`src/rtl/pls_pkg.sv`:
```
// package for the positional list store
// payload structs, operation and status codes, sizing constants; no dependencies
`timescale 1ns / 1ps
package pls_pkg;

  localparam int DEPTH_DEF = 16;
  localparam int DATA_W    = 32;
  localparam int POS_W     = 8;
  localparam int CMP_W     = 9;

  typedef enum logic [1:0] {
    ACT_INSERT = 2'd0,
    ACT_ERASE  = 2'd1,
    ACT_GET    = 2'd2
  } action_t;

  localparam logic [1:0] ST_DONE   = 2'd0;
  localparam logic [1:0] ST_BEYOND = 2'd1;
  localparam logic [1:0] ST_FULL   = 2'd2;

  typedef struct packed {
    logic [1:0]               action;
    logic signed [DATA_W-1:0] item_value;
    logic [POS_W-1:0]         position;
  } in_item_t;

  typedef struct packed {
    logic signed [DATA_W-1:0] read_value;
    logic [1:0]               status;
  } out_item_t;

endpackage

```
`src/rtl/pls_cells.sv`:
```
// entry array and length counter of the positional list store
// each entry shifts from a neighbor in parallel; uses pls_pkg
`timescale 1ns / 1ps
module pls_cells #(
  parameter int DEPTH = pls_pkg::DEPTH_DEF
) (
  input  logic              clk,
  input  logic              rst_n,
  input  logic              op_en,
  input  pls_pkg::in_item_t op,
  output pls_pkg::out_item_t res
);

  localparam int LENW = $clog2(DEPTH + 1);
  localparam int IW   = $clog2(DEPTH);

  logic [pls_pkg::DATA_W-1:0] ent_r   [DEPTH];
  logic [pls_pkg::DATA_W-1:0] ent_nxt [DEPTH];
  logic [LENW-1:0]            len_r;
  logic [LENW-1:0]            len_nxt;

  logic [pls_pkg::CMP_W-1:0] len_c;
  logic [pls_pkg::CMP_W-1:0] pos_c;
  logic [pls_pkg::CMP_W-1:0] ins_c;
  logic                      full;
  logic                      beyond;
  logic                      do_ins;
  logic                      do_era;

  assign len_c  = pls_pkg::CMP_W'(len_r);
  assign pos_c  = pls_pkg::CMP_W'(op.position);
  assign ins_c  = (pos_c > len_c) ? len_c : pos_c;
  assign full   = (len_r == LENW'(DEPTH));
  assign beyond = (pos_c >= len_c);
  assign do_ins = (op.action == pls_pkg::ACT_INSERT) && !full;
  assign do_era = (op.action == pls_pkg::ACT_ERASE) && !beyond;

  for (genvar i = 0; i < DEPTH; i++) begin : g_ent
    logic [pls_pkg::CMP_W-1:0] idx;
    logic [pls_pkg::DATA_W-1:0] lower;
    logic [pls_pkg::DATA_W-1:0] upper;
    assign idx = pls_pkg::CMP_W'(i);
    if (i > 0) begin : g_lo
      assign lower = ent_r[i-1];
    end else begin : g_lo0
      assign lower = '0;
    end
    if (i < DEPTH - 1) begin : g_up
      assign upper = ent_r[i+1];
    end else begin : g_up0
      assign upper = '0;
    end
    always_comb begin
      ent_nxt[i] = ent_r[i];
      if (do_ins) begin
        if (idx > ins_c) begin
          ent_nxt[i] = lower;
        end else if (idx == ins_c) begin
          ent_nxt[i] = op.item_value;
        end
      end else if (do_era) begin
        if (idx >= pos_c) begin
          ent_nxt[i] = upper;
        end
      end
    end
    always_ff @(posedge clk) begin
      if (!rst_n) begin
        ent_r[i] <= '0;
      end else if (op_en) begin
        ent_r[i] <= ent_nxt[i];
      end
    end
  end

  always_comb begin
    len_nxt = len_r;
    if (do_ins) begin
      len_nxt = len_r + LENW'(1);
    end else if (do_era) begin
      len_nxt = len_r - LENW'(1);
    end
  end

  always_ff @(posedge clk) begin
    if (!rst_n) begin
      len_r <= '0;
    end else if (op_en) begin
      len_r <= len_nxt;
    end
  end

  always_comb begin
    res.read_value = '0;
    res.status     = pls_pkg::ST_DONE;
    case (op.action)
      pls_pkg::ACT_INSERT: begin
        if (full) begin
          res.status = pls_pkg::ST_FULL;
        end
      end
      pls_pkg::ACT_ERASE: begin
        if (beyond) begin
          res.status = pls_pkg::ST_BEYOND;
        end
      end
      pls_pkg::ACT_GET: begin
        if (beyond) begin
          res.status = pls_pkg::ST_BEYOND;
        end else begin
          res.read_value = ent_r[op.position[IW-1:0]];
        end
      end
      default: begin
        res.status = pls_pkg::ST_DONE;
      end
    endcase
  end

endmodule

```
`src/rtl/positional_list_store.sv`:
```
// top level of the positional list store
// input register, pls_cells entry array, result register; uses pls_pkg
`timescale 1ns / 1ps
// Ordered list of up to DEPTH signed 32-bit values. Each transfer is insert,
// erase or get and yields exactly one result transfer. An accepted item sits
// in the input register, is executed against the entry array and lands in
// the result register, so one item per cycle is sustained while out_stall
// does not hold the result register. All entries shift in parallel, so an
// insert or erase costs no more than a get. Reset clears the list at once;
// no clearing pass is needed.
module positional_list_store #(
  parameter int DEPTH = pls_pkg::DEPTH_DEF
) (
  input  logic               clk,
  input  logic               rst_n,
  input  logic               in_valid,
  output logic               in_stall,
  input  pls_pkg::in_item_t  in_data,
  output logic               out_valid,
  input  logic               out_stall,
  output pls_pkg::out_item_t out_data
);

  logic               s1_valid_r;
  pls_pkg::in_item_t  s1_data_r;
  logic               out_valid_r;
  pls_pkg::out_item_t out_data_r;
  pls_pkg::out_item_t res;
  logic               advance;

  assign advance  = s1_valid_r && (!out_valid_r || !out_stall);
  assign in_stall = s1_valid_r && !advance;

  always_ff @(posedge clk) begin
    if (!rst_n) begin
      s1_valid_r <= 1'b0;
    end else if (!in_stall) begin
      s1_valid_r <= in_valid;
    end
  end

  always_ff @(posedge clk) begin
    if (in_valid && !in_stall) begin
      s1_data_r <= in_data;
    end
  end

  pls_cells #(
    .DEPTH(DEPTH)
  ) u_cells (
    .clk   (clk),
    .rst_n (rst_n),
    .op_en (advance),
    .op    (s1_data_r),
    .res   (res)
  );

  always_ff @(posedge clk) begin
    if (!rst_n) begin
      out_valid_r <= 1'b0;
    end else if (!out_valid_r || !out_stall) begin
      out_valid_r <= s1_valid_r;
    end
  end

  always_ff @(posedge clk) begin
    if (advance) begin
      out_data_r <= res;
    end
  end

  assign out_valid = out_valid_r;
  assign out_data  = out_data_r;

endmodule
```
`config.mk`:
```
export PLATFORM = sky130hd
export DESIGN_NAME = positional_list_store
export DESIGN_NICKNAME = d
export VERILOG_FILES = /design/src/rtl/pls_pkg.sv /design/src/rtl/pls_cells.sv /design/src/rtl/positional_list_store.sv
export SDC_FILE = /design/constraint.sdc
export NUM_CORES = 1
export LEC_CHECK = 0
export BUFFER_PORTS_ARGS = -buffer_cell sky130_fd_sc_hd__buf_4
export CAP_MARGIN = 20
export CORE_MARGIN = 2
export CORE_UTILIZATION = 50
export DETAILED_ROUTE_END_ITERATION = 10
export PLACE_DENSITY = 0.74
export SLEW_MARGIN = 20
export SYNTH_ARGS = -nofsm -noshare
export SYNTH_HDL_FRONTEND = slang
export SYNTH_SLANG_ARGS = --single-unit
```
`constraint.sdc`:
```
create_clock -name clk -period 7.9 [get_ports clk]
set_clock_uncertainty 0.2 [all_clocks]
set_input_delay 1.58 -clock clk [delete_from_list [all_inputs] [get_ports clk]]
set_output_delay 1.58 -clock clk [all_outputs]
set_load 0.02 [all_outputs]
```
Word level (Yosys, flattened, before mapping)
Memory sizes are Yosys's and may differ from the RTL's. A register that Yosys moved wholly into a read port is not among the register bits. Cells that the tools add are included.

Flip-flop bits (word level): 51. RAM bits: 512. Input bits: 46. Output and inout port bits: 36. Word-level logic and storage cells: 203. Memories: 1.

Memory list: u_cells.ent_r (depth 16, bits a word 32, rd ports 17, clocked after memory_dff 1, write ports 16, line pls_cells.sv:17) `logic [pls_pkg::DATA_W-1:0] ent_r [DEPTH];`.

$add $sub $neg: 2. $lt $le $gt $ge: 34. Equal/unequal tests: 18. Multiplexer cells: 106. Bitwise gates (word level): 17. Reduce and logical (&&, ||, !) cells: 18.

Operators with widths (number): two-way mux 32 bit (96); equality test 4 x 9 -> 1 bit, first input constant (8); greater-than comparator 4 x 9 -> 1 bit, first input constant (8); greater-or-equal comparator 4 x 8 -> 1 bit, first input constant (8); equality test 3 x 9 -> 1 bit, first input constant (4); greater-than comparator 3 x 9 -> 1 bit, first input constant (4); greater-or-equal comparator 3 x 8 -> 1 bit, first input constant (4); equality test 2 x 9 -> 1 bit, first input constant (2); greater-than comparator 1 x 9 -> 1 bit, first input constant (2); greater-than comparator 2 x 9 -> 1 bit, first input constant (2); greater-or-equal comparator 1 x 8 -> 1 bit, first input constant (2); greater-or-equal comparator 2 x 8 -> 1 bit, first input constant (2); bitwise OR 1 bit (16); two-way mux 5 bit (2); equality test 1 x 9 -> 1 bit, first input constant (1); logical NOT 9 bit (1); greater-or-equal comparator 8 x 5 -> 1 bit (1); greater-than comparator 8 x 5 -> 1 bit (1); two-way mux 8 bit (1); logical NOT 1 bit (6); adder 5 x 1 -> 5 bit, second input constant (1); equality test 5 bit, second input constant (1); logical AND 1 bit (5); two-way mux 1 bit (5); other kinds (11) (12).

Depth between registers and ports, before layout
Gate-level depths: netlist (run 1).

Word-level depth: 7. Depth in mapped cells: 15. Mapped depth without buffers: 11.

Cells and area by module
Synthesis (run 1) repeated with hierarchy kept, for this count alone.

Cell total of the unflattened synthesis: 3374. Area total of the unflattened synthesis: 35570.4 µm².

Modules (own cells, without submodules): pls_cells (instances 1, cells an instance 3290, area an instance 33204.3 µm², seq. area each 15474.8 µm²); positional_list_store (instances 1, cells an instance 84, area an instance 2366.0 µm², seq. area each 2322.2 µm²).

Worst setup path after synthesis (run 1)
OpenSTA, ideal clock, no wires.

Path type: input to register. Start point: input port out_stall. End point: memory u_cells.ent_r[8][0] in the netlist's numbering, enable pin. Arrival: 6494 ps. Required time: 7220 ps. Setup slack: 726 ps. Stages on the path: 5. Buffers on the path: 1. Cell sequence: a21boi_1 -> o21a_1 -> nor2_1 -> clkbuf_1 -> a311oi_1.

RTL lines: start: declaration (line positional_list_store.sv:20) `input logic out_stall,`; end: declaration (line pls_cells.sv:17).

==> results by group, run 1 <==
Route
  • Drt initial violations: 4355
  • Routed via count: roughly 27k
  • Routed length per instance: 27.0 um
  • Routed WL: roughly 100 mm
  • Vias per inst: 6.92
  • TritonRoute pass-1 iters: 6
  • # DRC: 0
  • Final ANT Viol Nets: 0

CTS
  • Setup Buffers After CTS: 0
  • Post_cts resized: 0
  • Clock Path Buffers: 3
  • TritonCTS clock tree: yes
  • Clock sink count: 595
  • Hold bufs inserted after CTS: 0
  • Reg clk slew, reported paths: 0.06 ns
  • Number of H-tree levels: 3
  • Clk_lat worst skew: 0.62 ns
  • Num CTS Buffers: 68
  • Root Driver: clkbuf_16

Die
  • Initial Util: 0.503
  • Chip Height: 266 um
  • Die Area: 70700 sq um
  • Die X: 266 um
  • # IOs: 82
  • Core area: around 68000 sq um
  • Rows: 96

STA
  • Setup_tns: 0 ns
  • Final Hold Vio Count: 0
  • FMAX: 181 MHz
  • Tmin final: 5.53 ns
  • Period utilisation layout: 0.700
  • RSZ-0062 raised after global routing: no
  • Worst slew margin: 0.149
  • Final count of pins violating max slew: 0
  • Slew @ Worst Pin: 1.28 ns
  • Finish-stage setup viols: 0

Final layout
  • Commonest non-fill, non-tap cell in the layout: edfxtp_1
  • N_diodes: 0
  • Nets@finish: 2996
  • Share of layout cells above drive strength 1: 0.140
  • Final std cells w/o fill: approximately 3.9k
  • Layout area overhead: 9.52%
  • Sequential Area: ~18000 sq um
  • Layout fillers: 5601
  • Area of the multi-input gates: between 15000 and 20000 sq um
  • Commonest non-fill, non-tap cells in the layout: 588 x edfxtp_1, 519 x o21ai_0, 495 x a21oi_1

Power and ir drop
  • Internal power: 5.91 mW
  • Sw power: between 2 and 2.5 mW
  • Final total power: 8.20 mW
  • Net Sw Frac: 0.279
  • Pwr dens: 218 nW/um^2
  • Register share of total power: 0.478
  • Combinational power share: 0.140
  • Max rail drop VDD: 0.124 mV
  • Clock power share: 0.382
  • LEAKAGE: 13.5 nW

Logic synthesis
  • Synthesized flop and latch total: slightly below 600
  • Syn_nets: 3121
  • Synth unique cells: 67
  • Post-Synthesis Cell Area: 34300 sq um
  • Share of flip-flops with an asynchronous set or reset: 0
  • Sequential area share after synthesis: 0.519
  • Dominant synthesized flop cell: edfxtp_1
  • Yosys warnings: 0
  • Syn_area_per_cell: 11.2 sq um
  • Syn Inst Count: about 3.1k
  • Post-synth EDFFs: around 590

GRT
  • Largest net degree at the start of global routing: 300
  • Met1 Usage GRT: 0.386
  • Met2 Resource Use GR: 0.443
  • Global-route wire length before repair: approximately 160 mm
  • Number of global-route vias before repair: 25.9k
  • Met3 GRT Util: 0.0706
  • Gr busiest metal: met2
  • Initial antenna violation count: 0
  • Tot GR Track Use: 0.289
  • Gr ovfl total: 0

Flow run
  • Max Cap Viol: 0

Min path
  • Min-delay worst type: reg -> reg

Critical path
  • CP endpoint kind: flip-flop
  • Crit path required time: 7.93 ns
  • CP max FO: 32
  • CP Launch Type: flip-flop
  • Crit Path Category: reg -> reg
  • Crit path DAT: 5.56 ns

Place
  • Final HPWL DP: 59.2 mm
  • Placed Cells incl. Taps: about 3.7k
  • Placer Congestion: 0.883
  • IO Port Bufs: 81

Outcome
  • Status: completed
## power groups by stage
| stage | Combinational (mW) | Clock [mW] | Sequential (mW) |
|---|---|---|---|
| 4_1_cts | 1.12 | 3.15 | 3.90 |
| 5_1_grt | 1.21 | 3.27 | 3.94 |
| 6_report | 1.15 | 3.13 | 3.92 |
| 3_3_place_gp | 1.09 | 0 | 3.95 |
| 3_5_place_dp | 1.12 | 0 | 3.97 |
| 2_1_floorplan | 0.802 | 0 | 3.88 |
## worst paths after layout
path | start | to | slack [ns] | cells after the start
hold reg to reg | s1_valid_r | out_valid | 0.30 | 2
setup / recovery | u_cells.len_r[4] | u_cells.ent_r[3][23] | 2.37 | 10
hold / removal | s1_valid_r | out_valid | 0.30 | 2
setup reg to reg | u_cells.len_r[4] | u_cells.ent_r[3][23] | 2.37 | 10
## metal layers
layer	vias up	part of all wire
met2	1896	0.46
li1	11600	-
met4	0	0.044
met5	-	0
met1	13000	0.37
met3	326	0.12
## registers in the layout, indices dropped and copies added (netlist names)
name and flops:
out_data 34, out_valid 1, s1_data_r 42, s1_valid_r 1
u_cells.ent_r 512, u_cells.len_r 5
## synthesized netlist by cell type (3+ instances only)
cell type / instances / area [sq um]
nor3_1: 17 / 85.1
o22ai_1: 5 / 31.3
edfxtp_1: 588 / 17700
a311oi_1: 5 / 43.8
clkbuf_1: 262 / 983
a31oi_1: 34 / 213
a21o_1: 3 / 22.5
mux4_2: 128 / 2880
buf_6: 9 / 101
nor2_1: 88 / 330
o21a_1: 3 / 22.5
dfxtp_1: 7 / 140
ha_1: 12 / 150
nand4_1: 3 / 18.8
and2_1: 36 / 225
inv_1: 10 / 37.5
buf_4: 13 / 97.6
a221oi_1: 3 / 26.3
o21ai_0: 519 / 2600
and3_1: 4 / 25.0
buf_2: 32 / 160
a21oi_1: 499 / 2500
mux2i_1: 353 / 3530
nand2_1: 217 / 815
or3_1: 3 / 18.8
nand3_1: 41 / 205
o21ai_2: 3 / 26.3
xnor2_1: 5 / 43.8
buf_1: 15 / 56.3
a211oi_1: 98 / 736
## cells by family after synthesis
logic type | Yosys count | share of synthesized area
AO/OA/AOI/OAI | 1197 | 0.190
flip-flops | 595 | 0.519
multiplexers | 482 | 0.187
AND/OR/NAND/NOR | 428 | 0.0558
buffers and inverters | 342 | 0.0420
adder cells (fa/ha/maj) | 13 | 0.00496
XOR/XNOR | 5 | 0.00128
## worst max-delay path, cell delays in order (launching register included)
cell and delay [ns]:
dfxtp_1 0.67, inv_1 0.26, ha_1 0.40, and3_1 0.25, o21ai_2 0.15, a2111oi_4 0.40
a211o_2 0.64, o221ai_4 0.57, buf_4 0.49, nor2_1 0.17, o32a_2 0.89
## final cells by class
| type | count | share of cell area |
|---|---|---|
| clock inverters | 39 | 0.00856 |
| inverters | 11 | 0.00117 |
| clock buffers | 78 | 0.0485 |
| well taps | 882 | 0.0294 |
| flip-flops and latches | 595 | 0.474 |
| repair buffers | 136 | 0.0294 |
| multi-input cells | 2125 | 0.409 |
## per-stage QoR
stage / setup slack [ns] / cell area (sq um) / hold WS, ns / utilization
2_1_floorplan: 0.726 / 34300 / 0.244 / -
3_3_place_gp: 2.43 / 35400 / 0.279 / 0.519
3_5_place_dp: 2.33 / 35400 / 0.282 / 0.519
4_1_cts: 2.49 / 37600 / 0.305 / 0.551
5_1_grt: 2.24 / 37600 / 0.339 / 0.551
6_report: 2.37 / 37600 / 0.296 / 0.551
No activity file was read; power rests on OpenSTA's default activity.
==> run 2: changes to the inputs <==
- PLACE_DENSITY: 0.74 -> 0.77
- clock period: 7.9 -> 4.4 ns (I/O delays scaled with it)
==> run 2 against run 1 <==
Utilization rose by 0.71 points. Global-route usage is 0.83 points higher. Largest cell class unchanged. Register-to-register slack worse by 1.9 ns.
==> results by group, run 2 (same netlist as run 1, synthesis figures left out) <==
Route
  • Vias per inst: 6.97 (+0.70%)
  • Routed WL: 107 mm (+2.3%)
  • Routed via count: 27.3k (+2.0%)
  • Final ANT Viol Nets: 0 (unchanged)
  • Drt initial violations: 4604 (+5.7%)
  • TritonRoute pass-1 iters: 6 (unchanged)
  • # DRC: 0 (unchanged)
  • Routed length per instance: 27.3 um (+0.99%)

Place
  • Final HPWL DP: 58.9 mm (-0.40%)
  • Placer Congestion: 0.891 (+0.87%)
  • Pre-CTS WS: 0.487 ns (-1.84 ns)
  • IO Port Bufs: 81 (unchanged)

GRT
  • Tot GR Track Use: 0.297 (+0.00830)
  • Gr ovfl total: 0 (unchanged)
  • Initial antenna violation count: 0 (unchanged)
  • Global-route wire length before repair: 160 mm (+1.9%)
  • Largest net degree at the start of global routing: 294 (-2.0%)
  • Number of global-route vias before repair: 26.2k (+1.1%)

CTS
  • Clk_lat worst skew: 0.63 ns (about the same)
  • Reg clk slew, reported paths: 0.06 ns (about the same)
  • Clock sink count: 595 (unchanged)
  • Hold bufs inserted after CTS: 0 (unchanged)
  • Post_cts resized: 0 (unchanged)
  • Number of H-tree levels: 3 (unchanged)
  • TritonCTS clock tree: yes
  • Root Driver: clkbuf_16
  • Num CTS Buffers: 67 (-1.5%)
  • Setup Buffers After CTS: 0 (unchanged)
  • Clock Path Buffers: 3 (unchanged)

Final layout
  • N_diodes: 0 (unchanged)
  • Max FFs per register: 512 (unchanged)
  • Commonest non-fill, non-tap cell in the layout: edfxtp_1
  • Share of layout cells above drive strength 1: 0.153 (+0.0122)
  • Nets@finish: 3040 (+1.5%)
  • Layout fillers: 5497 (-1.9%)
  • Layout area overhead: 10.9%
  • Commonest non-fill, non-tap cells in the layout: 588 x edfxtp_1, 519 x o21ai_0, 495 x a21oi_1
  • Largest Register: u_cells.ent_r

Critical path
  • Critical Path Source: s1_data_r[4]
  • CP max stage delay: 0.73 ns (-0.16 ns)
  • Crit path depth: 9 (-1)
  • Internal reg-to-reg setup slack: 0.43 ns (-1.94 ns)
  • CP max FO: 19 (-41%)
  • Cell with the most instances on the worst path: a21oi_1
  • Slowest cell on crit path: a21oi_4
  • Crit path required time: 4.50 ns (-3.43 ns)
  • Crit path DAT: 4.07 ns (-1.49 ns)
  • R2R Path End: u_cells.ent_r[14][23]
  • Crit Path Category: reg -> reg
  • RR Startpoint: s1_data_r[4]
  • Crit path buf inv count: 1 (-1)
  • CP Launch Type: flip-flop
  • CP endpoint: u_cells.ent_r[14][23]
  • Crit path max-delay family: compound AO/OA/AOI/OAI gates
  • Worst Reg-to-Reg Cells: 9 (-1)
  • CP endpoint kind: flip-flop
  • CP Cell Sequence: ha_1 > a21oi_1 > and2_1 > a21oi_2 > nor2_1 > o311a_2 > a21oi_1 > a21oi_4 > buf_12

Die
  • Rows: 96 (unchanged)
  • Core area: 68200 sq um (unchanged)
  • # IOs: 82 (unchanged)
  • Initial Util: 0.503 (unchanged)
  • Chip Height: 266 um (unchanged)
  • Die Area: 70700 sq um (unchanged)
  • Die X: 266 um (unchanged)

STA
  • Tmin final: 3.97 ns (-1.56 ns)
  • Worst slew margin: 0.175 (+0.0261)
  • Period utilisation layout: 0.902 (+0.202)
  • Final count of pins violating max slew: 0 (unchanged)
  • Final Hold Vio Count: 0 (unchanged)
  • Final setup slack of the worst path: 0.431 ns (-1.94 ns)
  • RSZ-0062 raised after global routing: no
  • Setup_tns: 0 ns (unchanged)
  • FMAX: 252 MHz (+39%)
  • Slew @ Worst Pin: 1.24 ns (-0.0391 ns)
  • Finish-stage setup viols: 0 (unchanged)

Min path
  • Min-delay worst type: in -> reg

Power and ir drop
  • Pwr dens: 388 nW/um^2 (+78%)
  • LEAKAGE: 13.8 nW (+2.1%)
  • Max rail drop VDD: 0.261 mV (+110%)

Outcome
  • Status: completed

Flow run
  • Max Cap Viol: 0 (unchanged)
run 2: cell count changes in the layout (fill, tap and decap cells not counted), moves of 2 or more:
cell	change
buf_4	+34
buf_12	+10
clkbuf_1	+8
clkbuf_16	-3
clkbuf_8	+3
clkinv_1	-3
clkinvlp_4	-2
nor3_2	-2
nor3_4	+2
run 2: area by class of cell:
| type | count | area [sq um] | share of cell area |
|---|---|---|---|
| clock inverters | 35 | 312 | 0.00819 |
| multi-input cells | 2125 | 15400 | 0.405 |
| flip-flops and latches | 595 | 17800 | 0.468 |
| well taps | 882 | 1100 | 0.0290 |
| clock buffers | 86 | 1820 | 0.0478 |
| repair buffers | 181 | 1570 | 0.0413 |
| inverters | 11 | 43.8 | 0.00115 |
run 2: report_power, final:
| part | switching, mW | internal, mW |
|---|---|---|
| clock network | 2.43 | 3.18 |
| registers | 0.352 | 6.66 |
| logic | 1.38 | 0.780 |
run 2: worst min path at each step:
| stage | start | endpoint | cells past startpoint |
|---|---|---|---|
| 6_report | in_data[24] | s1_data_r[24] | 1 |
| 5_1_grt | in_data[23] | s1_data_r[23] | 1 |
| 4_1_cts | in_data[24] | s1_data_r[24] | 1 |
| 3_5_place_dp | s1_valid_r | out_valid | 2 |
| 3_3_place_gp | s1_valid_r | out_valid | 2 |
| 2_1_floorplan | s1_valid_r | out_valid | 2 |
run 2: per-layer routing:
metal,routed length (um),part of all wire,track usage
met2,48800,0.46,0.457
met3,13000,0.12,0.0665
met4,5680,0.053,0.158
met1,39200,0.37,0.396
met5,0,0,0
run 2: stage by stage:
stage	hold WS, ns	cell area [sq um]	util	cells	power, mW
after floorplan	0.243	34400	-	3062	8.41
final	0.228	38100	0.558	3915	14.8
after CTS	0.206	38000	0.557	3914	14.7
after detailed placement	0.279	35900	0.526	3793	9.20
after global routing	0.215	38100	0.558	3915	15.2
after global placement	0.272	35900	0.526	3793	9.15
run 2: worst register-to-register path: stages, from the launching register on:
cell and delay (ns):
edfxtp_1 0.46, ha_1 0.37, a21oi_1 0.19, and2_1 0.29
a21oi_2 0.18, nor2_1 0.51, o311a_2 0.28, a21oi_1 0.11
a21oi_4 0.74, buf_12 0.30
